**src/rtl/csrd_pkg.sv**
```systemverilog
// ----------------------------------------------------------------------------
// csrd_pkg
// shared constants and types for the character screen rectangle drawer
// ----------------------------------------------------------------------------
package csrd_pkg;

   localparam int DEF_COLS = 64;
   localparam int DEF_ROWS = 32;

   localparam int CHAR_W  = 8;
   localparam int COUNT_W = 11;
   localparam int POS_W   = 10;
   localparam int SIZE_W  = 9;
   localparam int CRD_W   = 12;
   localparam int CSR_IDX_W = 2;

   localparam logic [CHAR_W-1:0] RST_CLEAR_CHAR  = 8'd32;
   localparam logic [CHAR_W-1:0] RST_HORIZ_CHAR  = 8'd45;
   localparam logic [CHAR_W-1:0] RST_VERT_CHAR   = 8'd124;
   localparam logic [CHAR_W-1:0] RST_CORNER_CHAR = 8'd43;

   typedef enum logic [1:0] {
      CMD_CLEAR = 2'd0,
      CMD_SET   = 2'd1,
      CMD_RECT  = 2'd2,
      CMD_READ  = 2'd3
   } cmd_type;

   typedef enum logic [CSR_IDX_W-1:0] {
      REG_CLEAR_CHAR  = 2'd0,
      REG_HORIZ_CHAR  = 2'd1,
      REG_VERT_CHAR   = 2'd2,
      REG_CORNER_CHAR = 2'd3
   } reg_idx_type;

   typedef struct packed {
      logic [CHAR_W-1:0] clear_char;
      logic [CHAR_W-1:0] horiz_char;
      logic [CHAR_W-1:0] vert_char;
      logic [CHAR_W-1:0] corner_char;
   } char_set_type;

endpackage

```
**src/rtl/csrd_draw_seq.sv**
```systemverilog
// ----------------------------------------------------------------------------
// csrd_draw_seq
// command sequencer: clear sweep, cell set, rectangle outline walk, cell read
// ----------------------------------------------------------------------------
module csrd_draw_seq #(
   parameter int COLS = csrd_pkg::DEF_COLS,
   parameter int ROWS = csrd_pkg::DEF_ROWS,
   parameter int AW   = (COLS * ROWS > 1) ? $clog2(COLS * ROWS) : 1
) (
   input  logic                                clock,
   input  logic                                reset,
   input  logic                                start,
   output logic                                busy,
   input  logic [1:0]                          req_command,
   input  logic signed [csrd_pkg::POS_W-1:0]   req_pos_x,
   input  logic signed [csrd_pkg::POS_W-1:0]   req_pos_y,
   input  logic [csrd_pkg::SIZE_W-1:0]         req_rect_width,
   input  logic [csrd_pkg::SIZE_W-1:0]         req_rect_height,
   input  logic [csrd_pkg::CHAR_W-1:0]         req_cell_char,
   input  csrd_pkg::char_set_type              chars,
   output logic                                mem_wr_en,
   output logic [AW-1:0]                       mem_wr_addr,
   output logic [csrd_pkg::CHAR_W-1:0]         mem_wr_data,
   output logic                                mem_rd_en,
   output logic [AW-1:0]                       mem_rd_addr,
   input  logic [csrd_pkg::CHAR_W-1:0]         mem_rd_data,
   output logic                                rsp_strobe,
   output logic [csrd_pkg::COUNT_W-1:0]        rsp_write_count,
   output logic [csrd_pkg::CHAR_W-1:0]         rsp_read_char
);

   localparam int CW = csrd_pkg::CRD_W;
   localparam logic [AW-1:0] LAST_CELL = AW'(COLS * ROWS - 1);
   localparam logic signed [CW-1:0] COLS_S = CW'(COLS);
   localparam logic signed [CW-1:0] ROWS_S = CW'(ROWS);

   typedef enum logic [2:0] {
      S_FILL,
      S_IDLE,
      S_HORIZ,
      S_VERT,
      S_CORNER,
      S_RD_WAIT,
      S_RD_TAKE
   } state_type;

   state_type                           state_ff;
   logic                                init_ff;
   logic [AW-1:0]                       fill_ff;
   logic signed [CW-1:0]                x0_ff, y0_ff, x1_ff, y1_ff, i_ff;
   logic                                side_ff;
   logic [1:0]                          k_ff;
   logic [csrd_pkg::COUNT_W-1:0]        count_ff;
   logic                                mem_wr_en_ff;
   logic [AW-1:0]                       mem_wr_addr_ff;
   logic [csrd_pkg::CHAR_W-1:0]         mem_wr_data_ff;
   logic                                mem_rd_en_ff;
   logic [AW-1:0]                       mem_rd_addr_ff;
   logic                                rsp_strobe_ff;
   logic [csrd_pkg::COUNT_W-1:0]        rsp_write_count_ff;
   logic [csrd_pkg::CHAR_W-1:0]         rsp_read_char_ff;

   logic signed [CW-1:0]                req_x, req_y;
   logic signed [CW-1:0]                pt_x, pt_y;
   logic                                pt_on;
   logic [AW-1:0]                       pt_addr;
   csrd_pkg::cmd_type                   cmd;

   assign cmd   = csrd_pkg::cmd_type'(req_command);
   assign req_x = {{(CW - csrd_pkg::POS_W){req_pos_x[csrd_pkg::POS_W-1]}}, req_pos_x};
   assign req_y = {{(CW - csrd_pkg::POS_W){req_pos_y[csrd_pkg::POS_W-1]}}, req_pos_y};

   // current point of the walk
   always_comb begin
      pt_x = req_x;
      pt_y = req_y;
      unique case (state_ff)
         S_HORIZ: begin
            pt_x = i_ff;
            pt_y = side_ff ? y1_ff : y0_ff;
         end
         S_VERT: begin
            pt_x = side_ff ? x1_ff : x0_ff;
            pt_y = i_ff;
         end
         S_CORNER: begin
            case (k_ff)
               2'd0: begin
                  pt_x = x0_ff;
                  pt_y = y0_ff;
               end
               2'd1: begin
                  pt_x = x1_ff;
                  pt_y = y0_ff;
               end
               2'd2: begin
                  pt_x = x1_ff;
                  pt_y = y1_ff;
               end
               default: begin
                  pt_x = x0_ff;
                  pt_y = y1_ff;
               end
            endcase
         end
         S_FILL, S_IDLE, S_RD_WAIT, S_RD_TAKE: begin
            pt_x = req_x;
            pt_y = req_y;
         end
         default: begin
            pt_x = req_x;
            pt_y = req_y;
         end
      endcase
   end

   assign pt_on   = (pt_x >= 0) && (pt_x < COLS_S) && (pt_y >= 0) && (pt_y < ROWS_S);
   assign pt_addr = AW'(pt_y[csrd_pkg::SIZE_W-1:0]) * AW'(COLS)
                  + AW'(pt_x[csrd_pkg::SIZE_W-1:0]);

   always_ff @(posedge clock) begin
      if (reset) begin
         state_ff      <= S_FILL;
         init_ff       <= 1'b1;
         fill_ff       <= '0;
         mem_wr_en_ff  <= 1'b0;
         mem_rd_en_ff  <= 1'b0;
         rsp_strobe_ff <= 1'b0;
      end else begin
         mem_wr_en_ff  <= 1'b0;
         mem_rd_en_ff  <= 1'b0;
         rsp_strobe_ff <= 1'b0;
         unique case (state_ff)
            S_FILL: begin
               mem_wr_en_ff   <= 1'b1;
               mem_wr_addr_ff <= fill_ff;
               mem_wr_data_ff <= init_ff ? '0 : chars.clear_char;
               if (fill_ff == LAST_CELL) begin
                  state_ff <= S_IDLE;
                  init_ff  <= 1'b0;
                  if (!init_ff) begin
                     rsp_strobe_ff      <= 1'b1;
                     rsp_write_count_ff <= '0;
                     rsp_read_char_ff   <= '0;
                  end
               end else begin
                  fill_ff <= fill_ff + 1'b1;
               end
            end
            S_IDLE: begin
               if (start) begin
                  unique case (cmd)
                     csrd_pkg::CMD_CLEAR: begin
                        fill_ff  <= '0;
                        state_ff <= S_FILL;
                     end
                     csrd_pkg::CMD_SET: begin
                        mem_wr_en_ff       <= pt_on;
                        mem_wr_addr_ff     <= pt_addr;
                        mem_wr_data_ff     <= req_cell_char;
                        rsp_strobe_ff      <= 1'b1;
                        rsp_write_count_ff <= csrd_pkg::COUNT_W'(pt_on);
                        rsp_read_char_ff   <= '0;
                     end
                     csrd_pkg::CMD_RECT: begin
                        x0_ff    <= req_x;
                        y0_ff    <= req_y;
                        x1_ff    <= req_x + $signed({3'b000, req_rect_width});
                        y1_ff    <= req_y + $signed({3'b000, req_rect_height});
                        i_ff     <= req_x;
                        side_ff  <= 1'b0;
                        count_ff <= '0;
                        state_ff <= S_HORIZ;
                     end
                     csrd_pkg::CMD_READ: begin
                        if (pt_on) begin
                           mem_rd_en_ff   <= 1'b1;
                           mem_rd_addr_ff <= pt_addr;
                           state_ff       <= S_RD_WAIT;
                        end else begin
                           rsp_strobe_ff      <= 1'b1;
                           rsp_write_count_ff <= '0;
                           rsp_read_char_ff   <= '0;
                        end
                     end
                     default: begin
                        state_ff <= S_IDLE;
                     end
                  endcase
               end
            end
            S_HORIZ: begin
               if (i_ff < x1_ff) begin
                  mem_wr_en_ff   <= pt_on;
                  mem_wr_addr_ff <= pt_addr;
                  mem_wr_data_ff <= chars.horiz_char;
                  count_ff       <= count_ff + csrd_pkg::COUNT_W'(pt_on);
                  side_ff        <= ~side_ff;
                  if (side_ff) begin
                     i_ff <= i_ff + 1'b1;
                  end
               end else begin
                  i_ff     <= y0_ff;
                  side_ff  <= 1'b0;
                  state_ff <= S_VERT;
               end
            end
            S_VERT: begin
               if (i_ff < y1_ff) begin
                  mem_wr_en_ff   <= pt_on;
                  mem_wr_addr_ff <= pt_addr;
                  mem_wr_data_ff <= chars.vert_char;
                  count_ff       <= count_ff + csrd_pkg::COUNT_W'(pt_on);
                  side_ff        <= ~side_ff;
                  if (side_ff) begin
                     i_ff <= i_ff + 1'b1;
                  end
               end else begin
                  k_ff     <= '0;
                  state_ff <= S_CORNER;
               end
            end
            S_CORNER: begin
               mem_wr_en_ff   <= pt_on;
               mem_wr_addr_ff <= pt_addr;
               mem_wr_data_ff <= chars.corner_char;
               if (k_ff == 2'd3) begin
                  rsp_strobe_ff      <= 1'b1;
                  rsp_write_count_ff <= count_ff;
                  rsp_read_char_ff   <= '0;
                  state_ff           <= S_IDLE;
               end else begin
                  k_ff <= k_ff + 1'b1;
               end
            end
            S_RD_WAIT: begin
               state_ff <= S_RD_TAKE;
            end
            S_RD_TAKE: begin
               rsp_strobe_ff      <= 1'b1;
               rsp_write_count_ff <= '0;
               rsp_read_char_ff   <= mem_rd_data;
               state_ff           <= S_IDLE;
            end
            default: begin
               state_ff <= S_IDLE;
            end
         endcase
      end
   end

   assign busy            = (state_ff != S_IDLE);
   assign mem_wr_en       = mem_wr_en_ff;
   assign mem_wr_addr     = mem_wr_addr_ff;
   assign mem_wr_data     = mem_wr_data_ff;
   assign mem_rd_en       = mem_rd_en_ff;
   assign mem_rd_addr     = mem_rd_addr_ff;
   assign rsp_strobe      = rsp_strobe_ff;
   assign rsp_write_count = rsp_write_count_ff;
   assign rsp_read_char   = rsp_read_char_ff;

endmodule

```
**config.mk**
```make
export PLATFORM = sky130hd
export DESIGN_NAME = csrd_draw_seq
export DESIGN_NICKNAME = d
export VERILOG_FILES = /design/src/rtl/csrd_pkg.sv /design/src/rtl/csrd_draw_seq.sv
export SDC_FILE = /design/constraint.sdc
export NUM_CORES = 1
export LEC_CHECK = 0
export ABC_CLOCK_PERIOD_IN_PS = 9600
export BUFFER_PORTS_ARGS = -buffer_cell sky130_fd_sc_hd__buf_2
export CAP_MARGIN = 25
export CORE_MARGIN = 1
export CORE_UTILIZATION = 60
export DETAILED_ROUTE_END_ITERATION = 10
export PLACE_DENSITY = 0.85
export SLEW_MARGIN = 40
export SYNTH_ARGS = -nofsm -noshare
export SYNTH_HDL_FRONTEND = slang
export SYNTH_SLANG_ARGS = --single-unit
```
**constraint.sdc**
```tcl
create_clock -name clock -period 9.6 [get_ports clock]
set_input_delay 0 -clock clock [delete_from_list [all_inputs] [get_ports clock]]
set_output_delay 0 -clock clock [all_outputs]
set_load 0.01 [all_outputs]
```
---- Word-level counts from Yosys, hierarchy flattened ----
Cells that the tools add are included.
storage, ports and cells
  register bits after elaboration ......... 137
  input bits .............................. 91
  output and inout bits ................... 53
  logic and storage cells ................. 167
operators by class
  $add $sub $neg .......................... 7
  order comparisons ....................... 6
  equality and inequality tests ........... 31
  muxes and demuxes ....................... 75
  bitwise gates (word level) .............. 5
  reductions and logical operators ........ 24
operators with widths
  kind                                                                     count
  11-bit two-way mux                                                       16
  12-bit two-way mux                                                       9
  12-bit one-hot mux with 3 select lines                                   3
  8-bit two-way mux                                                        10
  11-bit one-hot mux with 5 select lines                                   1
  11-bit one-hot mux with 2 select lines                                   2
  11-bit one-hot mux with 4 select lines                                   1
  8-bit one-hot mux with 5 select lines                                    1
  11-bit one-hot mux with 3 select lines                                   1
  8-bit one-hot mux with 4 select lines                                    1
  12-bit by 1-bit >= comparator with 1-bit output (second input constant)  2
  12-bit < comparator                                                      2
  10-bit by 10-bit adder with 11-bit output                                2
  2-bit != test (second input constant)                                    10
  3-bit two-way mux                                                        6
  3-bit one-hot mux with 6 select lines                                    1
  8-bit one-hot mux with 2 select lines                                    1
  1-bit two-way mux                                                        14
  12-bit by 1-bit adder with 12-bit output (second input constant)         1
  12-bit by 7-bit < comparator with 1-bit output (second input constant)   1
  12-bit by 8-bit < comparator with 1-bit output (second input constant)   1
  4-bit AND reduction                                                      3
  6-bit AND reduction                                                      2
  11-bit by 1-bit adder with 11-bit output                                 1
  other kinds (35)                                                         56

---- Longest topological paths before layout ----
Gate-level depths: netlist (run 1).
  word-level depth ........................ 12
  gate-level depth with buffers ........... 15
  mapped depth without buffers ............ 14

---- Worst setup path after synthesis (run 1) ----
No wires, ideal clock.
  path kind ............................... flip-flop to flip-flop
  start point ............................. register k_ff[0]
  end point ............................... register rsp_read_char_ff, in the netlist rsp_read_char[0], enable pin
  setup time .............................. 0.444 ns
  data arrival time ....................... 3.793 ns
  required time ........................... 9.156 ns
  setup slack ............................. 5.363 ns
  stages on the path, launching flop included .. 11
  buffers on the path ..................... 1
  period minus slack after synthesis ...... 4.237 ns
  path through ............................ edfxtp_1 inv_1 ha_1 nor4b_1 or2_1 clkbuf_1 a221o_1 nor4_2 o21bai_2 nor3_2 nor4_1
between the ends
  longest elaborated chain between the ends .. 10
  elaborated cells between the ends (all ways) .. 20
  classes of those cells .................. order compare: 4; eq/ne: 5; mux: 4; reduce/logical: 7
ends and longest elaborated chain
  item                                                                                                                      RTL line              source
  start, declared                                                                                                           csrd_draw_seq.sv:52   logic [1:0] k_ff;
  start signal, assigned                                                                                                    csrd_draw_seq.sv:233  k_ff <= k_ff + 1'b1;
  2-bit by 1-bit equality test with 1-bit output / 2-bit equality test (equally long branches)                              csrd_draw_seq.sv:87   case (k_ff)
  2-bit OR reduction (no source line)                                                                                       -
  12-bit two-way mux                                                                                                        csrd_draw_seq.sv:87
  12-bit one-hot mux with 3 select lines                                                                                    csrd_draw_seq.sv:77   unique case (state_ff)
  12-bit by 1-bit >= comparator with 1-bit output / 12-bit by 8-bit < comparator with 1-bit output (equally long branches)  csrd_draw_seq.sv:117  assign pt_on = (pt_x >= 0) && (pt_x < COLS_S) && (pt_y >= 0) && (pt_y < ROWS_S);
  1-bit logical AND (3 in series)                                                                                           csrd_draw_seq.sv:117
  3-bit != test (no source line)                                                                                            -
  8-bit AND reduction (no source line) *                                                                                    -
  end signal, assigned                                                                                                      csrd_draw_seq.sv:242  rsp_read_char_ff <= mem_rd_data;
  end, declared                                                                                                             csrd_draw_seq.sv:61   logic [csrd_pkg::CHAR_W-1:0] rsp_read_char_ff;
Mark *: on every way between the ends. The rest lies on a longest branch, timed or not.
A chain may end at the register's enable or synchronous reset.

---- Final worst setup path (run 1) ----
  start point ............................. register state_ff[2]
  end point ............................... register count_ff[10] (netlist name) (data pin)
between the ends
  longest elaborated chain between the ends .. 9
  elaborated cells between the ends (all ways) .. 17
  classes of those cells .................. add/sub: 1; order compare: 4; eq/ne: 4; mux: 5; reduce/logical: 3
ends and longest elaborated chain
  item                                                                                                                      RTL line                                    source
  start, declared                                                                                                           csrd_draw_seq.sv:47                         state_type state_ff;
  start signal, assigned                                                                                                    csrd_draw_seq.sv:123                        state_ff <= S_FILL;
  start signal, assigned                                                                                                    csrd_draw_seq.sv:139                        state_ff <= S_IDLE;
  start signal, assigned                                                                                                    csrd_draw_seq.sv:155                        state_ff <= S_FILL;
  3-bit equality test / 3-bit by 2-bit equality test with 1-bit output (equally long branches)                              csrd_draw_seq.sv:77
  12-bit one-hot mux with 3 select lines                                                                                    csrd_draw_seq.sv:77
  12-bit by 1-bit >= comparator with 1-bit output / 12-bit by 8-bit < comparator with 1-bit output (equally long branches)  csrd_draw_seq.sv:117
  1-bit logical AND (2 in series)                                                                                           csrd_draw_seq.sv:117
  1-bit logical AND *                                                                                                       csrd_draw_seq.sv:117
  via pt_on                                                                                                                 csrd_draw_seq.sv:65                         logic pt_on;
  11-bit by 1-bit adder with 11-bit output *                                                                                csrd_draw_seq.sv:197, csrd_draw_seq.sv:213
  11-bit two-way mux, on equally long branches                                                                              csrd_draw_seq.sv:209, csrd_draw_seq.sv:193
  11-bit one-hot mux with 3 select lines *                                                                                  csrd_draw_seq.sv:133                        unique case (state_ff)
  end signal, assigned                                                                                                      csrd_draw_seq.sv:197                        count_ff <= count_ff + csrd_pkg::COUNT_W'(pt_on);
  end signal, assigned                                                                                                      csrd_draw_seq.sv:213                        count_ff <= count_ff + csrd_pkg::COUNT_W'(pt_on);
  end, declared                                                                                                             csrd_draw_seq.sv:53                         logic [csrd_pkg::COUNT_W-1:0] count_ff;
The timed path passes the listed nets; every way through them passes the cells marked *. The select of a mux whose other input is x is not followed.

==> results of run 1 <==
-- per-layer routing --
metal / track usage, % / vias to the layer above / wire length [um]
li1: - / 3117 / -
met1: 40.1 / 3165 / 8370
met2: 54.7 / 409 / 10100
met3: 7.32 / 67 / 2200
met4: 17.1 / 0 / 871
met5: 0 / - / 0
-- how the worst max path moves through the flow --
| stage | start | to | depth (start not counted) |
|---|---|---|---|
| finish | state_ff[2]$_SDFFE_PP0P_ | count_ff[10]$_SDFFCE_PP0P_ | 13 |
| detailed placement | state_ff[2]$_SDFFE_PP0P_ | count_ff[10]$_SDFFCE_PP0P_ | 13 |
| global placement | state_ff[2]$_SDFFE_PP0P_ | count_ff[10]$_SDFFCE_PP0P_ | 13 |
| CTS | state_ff[2]$_SDFFE_PP0P_ | count_ff[10]$_SDFFCE_PP0P_ | 13 |
| global route | state_ff[1]$_SDFFE_PP0P_ | count_ff[9]$_SDFFCE_PP0P_ | 10 |
| floorplan | k_ff[0]$_SDFFCE_PP0P_ | rsp_read_char[0]$_SDFFCE_PN0P_ | 10 |
-- final cells by class --
cell class,count,share of cell area [%]
Tap cell,172,2.18
Multi-Input combinational cell,529,37.6
Timing Repair Buffer,201,12.9
Inverter,48,1.82
Clock buffer,20,4.42
Sequential cell,135,39.2
Clock inverter,12,1.79
-- registers in the layout (all words and copies together) (netlist names) --
name             count
i_ff                12
count_ff            11
fill_ff             11
mem_rd_addr         11
mem_wr_addr         11
rsp_write_count     11
x1_ff               11
y1_ff               11
x0_ff               10
y0_ff               10
mem_wr_data          8
rsp_read_char        8
state_ff             3
k_ff                 2
init_ff              1
mem_rd_en            1
mem_wr_en            1
rsp_strobe           1
side_ff              1
-- critical path: stages, from the launching register on --
cell      delay, ns
dfxtp_2        0.63
nor3b_2        0.57
buf_4          0.32
a31oi_1        0.06
a221o_1        0.32
nor4_2         0.33
o21bai_2       0.17
inv_2          0.09
ha_1           0.16
ha_1           0.24
nand3_1        0.14
nor2_1         0.16
xnor2_1        0.13
nor2_1         0.07
-- stage by stage --
stage	utilization, %	cell area, um2	hold slack [ns]	power [mW]
CTS	77.9	9870	0.0197	1.44
finish	77.9	9870	0.0205	1.45
global placement	69.0	8750	0.216	0.756
floorplan	-	7840	0.0989	0.716
detailed placement	69.2	8770	0.216	0.760
global route	77.9	9870	0.0632	1.48
-- Yosys cell counts, types with 9 or more instances --
cell type	number
o21ai_1	9
mux2_2	13
o21ai_0	26
nor2_1	61
nor3_1	12
nand2_1	64
mux2i_1	17
a22oi_1	16
edfxtp_1	117
a21oi_1	39
xor2_1	18
and2_1	15
ha_1	49
dfxtp_1	18
inv_1	45
clkbuf_1	14
and3_1	14
nand4_1	10
a21o_1	10
xnor2_1	25
nand3_1	22
-- report_power, final --
group | total, mW | switching, mW | internal (mW)
Sequential | 0.647 | 0.00279 | 0.644
Combinational | 0.116 | 0.0589 | 0.0571
Clock | 0.684 | 0.250 | 0.434
Total | 1.45 | 0.312 | 1.14
-- kinds of logic after synthesis --
| logic type | after synthesis |
|---|---|
| DFF | 135 |
| muxes | 30 |
| buffers and inverters | 75 |
| xor gates and xnor gates | 43 |
| AOI/OAI and AO/OA | 154 |
| and+or+nand+nor | 249 |
| adders and majority gates | 53 |
-- timing repair --
item	CTS	global route
endpoints found under the setup margin	0	0
hold buffers	49	0
hold endpoints to repair	51	0
==> run metrics, run 1 <==
die area 13500 um2; leakage power total approximately 4.2 nW; Slew Limit Fails 0; vias 6758; commonest non-fill, non-tap cells in the layout 143 x buf_2, 117 x edfxtp_1, 64 x nand2_1; Longest Clk Path Bufs 2; synthesized area 7840 um2; simple logic cell fraction of the synthesized area 16.2%; Syn-to-layout area delta 25.9%; Seq. cell area 3870 um2; wire per inst 19.3 um; R2R setup slack just under 6 ns; CP Capture Type register; commonest non-fill, non-tap cell in the layout buf_2; Post-DRT Antenna Nets 0; worst-path maximum fanout 25; Post-Place Cells about 1.0k; cells after synthesis about 740; Die Ht 116 um; grt ovf 0; Avg Inst Size Synth 10.6 um2; CTS tree yes; WL final roughly 22000 um; H-tree levels 4; Area contributors post-synth edfxtp_1 45%, ha_1 7.8%, dfxtp_1 4.6%; final period utilization 38.0%; hold depth 3; RSZ-0062 raised after global routing false; vias in the first global route 6453; initial core utilization 61.9%; vias per cell slightly above 6; gr usage total 32.8%; pwr/cell area 147 nW/um2; TritonRoute pass-1 iters 6; number of max-cap violations 0; count of final setup violators 0; Filler Cell Count 777; peak supply drop about 0.09 mV; Core ar. ~13000 um2; Crit Path Category reg2reg; row count 41; hold path endpoint y1_ff[5]$_DFFE_PP_; global-route wire length before repair 32900 um; Worst Path Arrival 3.82 ns; Hold Violations, Final 0; I/O pin count 144; R2R cell count 13; Worst slew margin 42.2%; CTS Root Cell clkbuf_16; clock sink count 135; Die Width ~120 um; largest family of logic cells by synthesized area simple AND/OR/NAND/NOR gates; Worst setup SP type register; PortBufs 143; Fmax 0.274 GHz; Worst Max-Slew Pin Slew 0.856 ns; Main synth FF type edfxtp_1; Inserted Diodes 0; asr flop ratio synth 0%; Synth top area share between 40 and 50%; # Post-CTS Setup Buffers 0; DP HPWL 14600 um; sequential area share after synthesis roughly 49%; mux contribution to synthesized area between 4 and 5%; register bit total from synthesis between 100 and 150; Final Critical Period 3.65 ns; Syn Nets roughly 900; fraction of the mapped netlist area in adder cells 8.73%; setup_tns 0 ns; Multi-input gate area ~3700 um2; Nets approximately 1.1k; RR Startpoint state_ff[2]$_SDFFE_PP0P_; cts repair resizes 0; largest net degree at the start of global routing 43; worst skew pair latency 0.44 ns; Synth Area in Compound Gates 13.0%; Post-Synth XOR/XNOR Area 4.80%; share of post-route cells with drive strength above 1 22.9%; EDFF count, synth 117; clk_skew ~0.011 ns; Yosys Warn Count 0; CTS Buf Count 17; initial drt markers about 760; Non-Filler Instances 1117; Worst EP required 9.77 ns; clk slew on worst S/H paths around 0.06 ns; DR DRC count 0; Setup WS pre-CTS 5.72 ns; Final GP Congestion 0.958; distinct cell type count after synthesis 73; Hold Path Origin req_rect_height[5]; outcome complete, no violations; Hold Crit Class in2reg; initial antenna violation count 0; final setup margin 5.95 ns; post-synth top area cell edfxtp_1; RR Endpoint count_ff[10]$_SDFFCE_PP0P_
Power figures use the tool's default switching activity.
==> run 2: changes to the inputs <==
--- a/config.mk
+++ b/config.mk
@@ -5,13 +5,13 @@
 export SDC_FILE = /design/constraint.sdc
 export NUM_CORES = 1
 export LEC_CHECK = 0
-export ABC_CLOCK_PERIOD_IN_PS = 9600
+export ABC_CLOCK_PERIOD_IN_PS = 2950
 export BUFFER_PORTS_ARGS = -buffer_cell sky130_fd_sc_hd__buf_2
 export CAP_MARGIN = 25
 export CORE_MARGIN = 1
-export CORE_UTILIZATION = 60
+export CORE_UTILIZATION = 51
 export DETAILED_ROUTE_END_ITERATION = 10
-export PLACE_DENSITY = 0.85
+export PLACE_DENSITY = 0.77
 export SLEW_MARGIN = 40
 export SYNTH_ARGS = -nofsm -noshare
 export SYNTH_HDL_FRONTEND = slang
==> constraint.sdc (replaced) <==
create_clock -name clock -period 2.95 [get_ports clock]
set_input_delay 0 -clock clock [delete_from_list [all_inputs] [get_ports clock]]
set_output_delay 0 -clock clock [all_outputs]
set_load 0.01 [all_outputs]
==> run 2 against run 1 <==
Effect of this change:
- the flow now finishes with violations (setup timing)
- global-route usage fell by 3.9 points
- via count increased by 3.9%
- final cell count is 8.5% higher
- clock power rose to 2.9 times the previous value
- clock-buffer cell count shrank 1
- worst setup slack worse by 6.1 ns
- sequential power rose to 3.2 times the previous value
- die area is 17% higher
- flip-flop and latch count unchanged
- register-to-register slack lost 6.1 ns
- fmax is 19% higher
- largest cell class is now multi-input gates
- largest power group is now sequential cells
- highest routed layer unchanged
==> run metrics, run 2 (same netlist as run 1, synthesis figures left out) <==
Comb pwr share 8.7%; Crit path largest cell delay 0.41 ns; leakage power total 4.59 nW; Crit Path Category reg2reg; cell mode on critical path ha_4; Die Ht 126 um; I/O pin count around 140; share of post-route cells with drive strength above 1 30.6%; Post-DRT Antenna Nets 0; clock sink count 135; grt ovf 0; CTS tree yes; Worst setup SP type register; outcome complete, but fails checks; Worst path slowest cell edfxtp_1; R2R setup slack -0.11 ns; RR Startpoint k_ff[1]$_SDFFCE_PP0P_; Hold Crit Class in2reg; R2R cell count 14; initial drt markers 615; die area 15900 um2; row count 44; max reg flops 12; PortBufs 143; Internal 3.46 mW; Inserted Diodes 0; Worst Setup EP count_ff[10]$_SDFFCE_PP0P_; Worst Setup SP k_ff[1]$_SDFFCE_PP0P_; final instance area 10700 um2; WL final 22800 um; pwr/cell area 420 nW/um2; vias in the first global route 6956; peak supply drop 0.351 mV; CTS Root Cell clkbuf_16; clk_skew ~0.011 ns; wire per inst 18.8 um; worst-path maximum fanout 4; setup_tns -0.553 ns; initial antenna violation count 0; Fmax 0.326 GHz; largest net degree at the start of global routing 43; switching share of power 23.3%; Clk pwr share 44.6%; Final Critical Period 3.06 ns; Worst EP required roughly 3.1 ns; Nets 1158; CP Capture Type register; Power, Total 4.51 mW; CTS Buf Count 17; Worst Max-Slew Pin Slew slightly below 0.7 ns; vias 7023; Worst slew margin 54.6%; gr usage total 28.9%; final period utilization 104%; Largest delay share family, worst path simple AND/OR/NAND/NOR gates; hold_ws 0.0142 ns; Slew Limit Fails 0; placed cell areas ~9300 um2; count of final setup violators 11; Worst Path Arrival 3.24 ns; global-route wire length before repair around 35000 um; failing checks setup timing; Syn-to-layout area delta 36.8%; initial core utilization 53.2%; final setup margin -0.115 ns; Final GP Congestion 0.937; Hold Violations, Final 0; Buf+Inv Stages, Crit Path 2; DP HPWL 15800 um; Net Switching around 1.1 mW; final core utilization 72.7%; RR Endpoint count_ff[10]$_SDFFCE_PP0P_; Die Width 126 um; clk slew on worst S/H paths 0.06 ns; commonest non-fill, non-tap cells in the layout 144 x buf_2, 117 x edfxtp_1, 75 x buf_4; vias per cell 5.79; RSZ-0062 raised after global routing true; Top reg by flops i_ff; DR DRC count 0; worst skew pair latency 0.44 ns; Longest Clk Path Bufs 2; CP Cell Sequence inv_2 > ha_4 > and4bb_4 > or2_4 > a221o_1 > nor4_4 > o21bai_4 > inv_2 > ha_4 > ha_4 > nand3_4 > nor2_4 > xnor2_1 > nor2_1; number of max-cap violations 0; Seq pwr share 46.7%; WP depth 14; Core ar. ~15000 um2; commonest non-fill, non-tap cell in the layout buf_2; H-tree levels 4; TritonRoute pass-1 iters 7
## run 2: stage by stage
stage / instances / setup slack, ns
final: 1212 / -0.115
after global placement: 1103 / -0.116
after detailed placement: 1104 / -0.145
after CTS: 1197 / -0.0851
after floorplan: 739 / 0.00370
after global routing: 1212 / -0.191
## run 2: worst min-delay path by stage
stage	start	endpoint	slack [ns]	depth (start not counted)
final	req_rect_width[5]	x1_ff[5]$_DFFE_PP_	0.01	3
after global routing	req_rect_width[5]	x1_ff[5]$_DFFE_PP_	0.03	3
after CTS	req_rect_width[5]	x1_ff[5]$_DFFE_PP_	0.006	3
after detailed placement	req_pos_y[1]	y0_ff[1]$_DFFE_PP_	0.22	1
after global placement	req_pos_y[1]	y0_ff[1]$_DFFE_PP_	0.21	1
after floorplan	req_pos_x[0]	x0_ff[0]$_DFFE_PP_	0.1	0
## run 2: routing by layer
layer / part of all wire, % / vias up / wire (um) / GRT usage (%)
met5: 0 / - / 0 / 0
met4: 2.9 / 0 / 663 / 14.1
met3: 9.1 / 58 / 2080 / 6.58
met2: 49 / 391 / 11200 / 50.0
met1: 39 / 3290 / 8870 / 34.0
li1: - / 3284 / - / -
## run 2: cell type report
| type | instances | area [um2] |
|---|---|---|
| fill | 1024 | 4020 |
| multi-input combinational | 530 | 3930 |
| sequential | 135 | 3870 |
| timing repair buffer | 283 | 1960 |
| clock buffer | 19 | 433 |
| tap | 184 | 230 |
| inverter | 48 | 180 |
| clock inverter | 13 | 124 |
## run 2: what timing repair did
action,CTS,global route
setup endpoints to repair,28,76
pin swaps,4,10
cloned,1,1
hold buffers,57,0
buffers inserted,3,14
hold endpoints to repair,53,0
resized for setup,11,24
## run 2: power groups by stage
stage / Combinational [mW] / Clock [mW] / Sequential [mW]
detailed placement: 0.338 / 0 / 2.14
CTS: 0.388 / 2.03 / 2.10
floorplan: 0.182 / 0 / 2.15
global route: 0.432 / 2.10 / 2.11
finish: 0.394 / 2.01 / 2.10
global placement: 0.328 / 0 / 2.14
## run 2: tightest hold or removal path: cells and delay by family
family,cells,cell delay [ns]
xor+xnor,1,0.12
buf+inv,1,0.08
fa+ha+maj,1,0.15
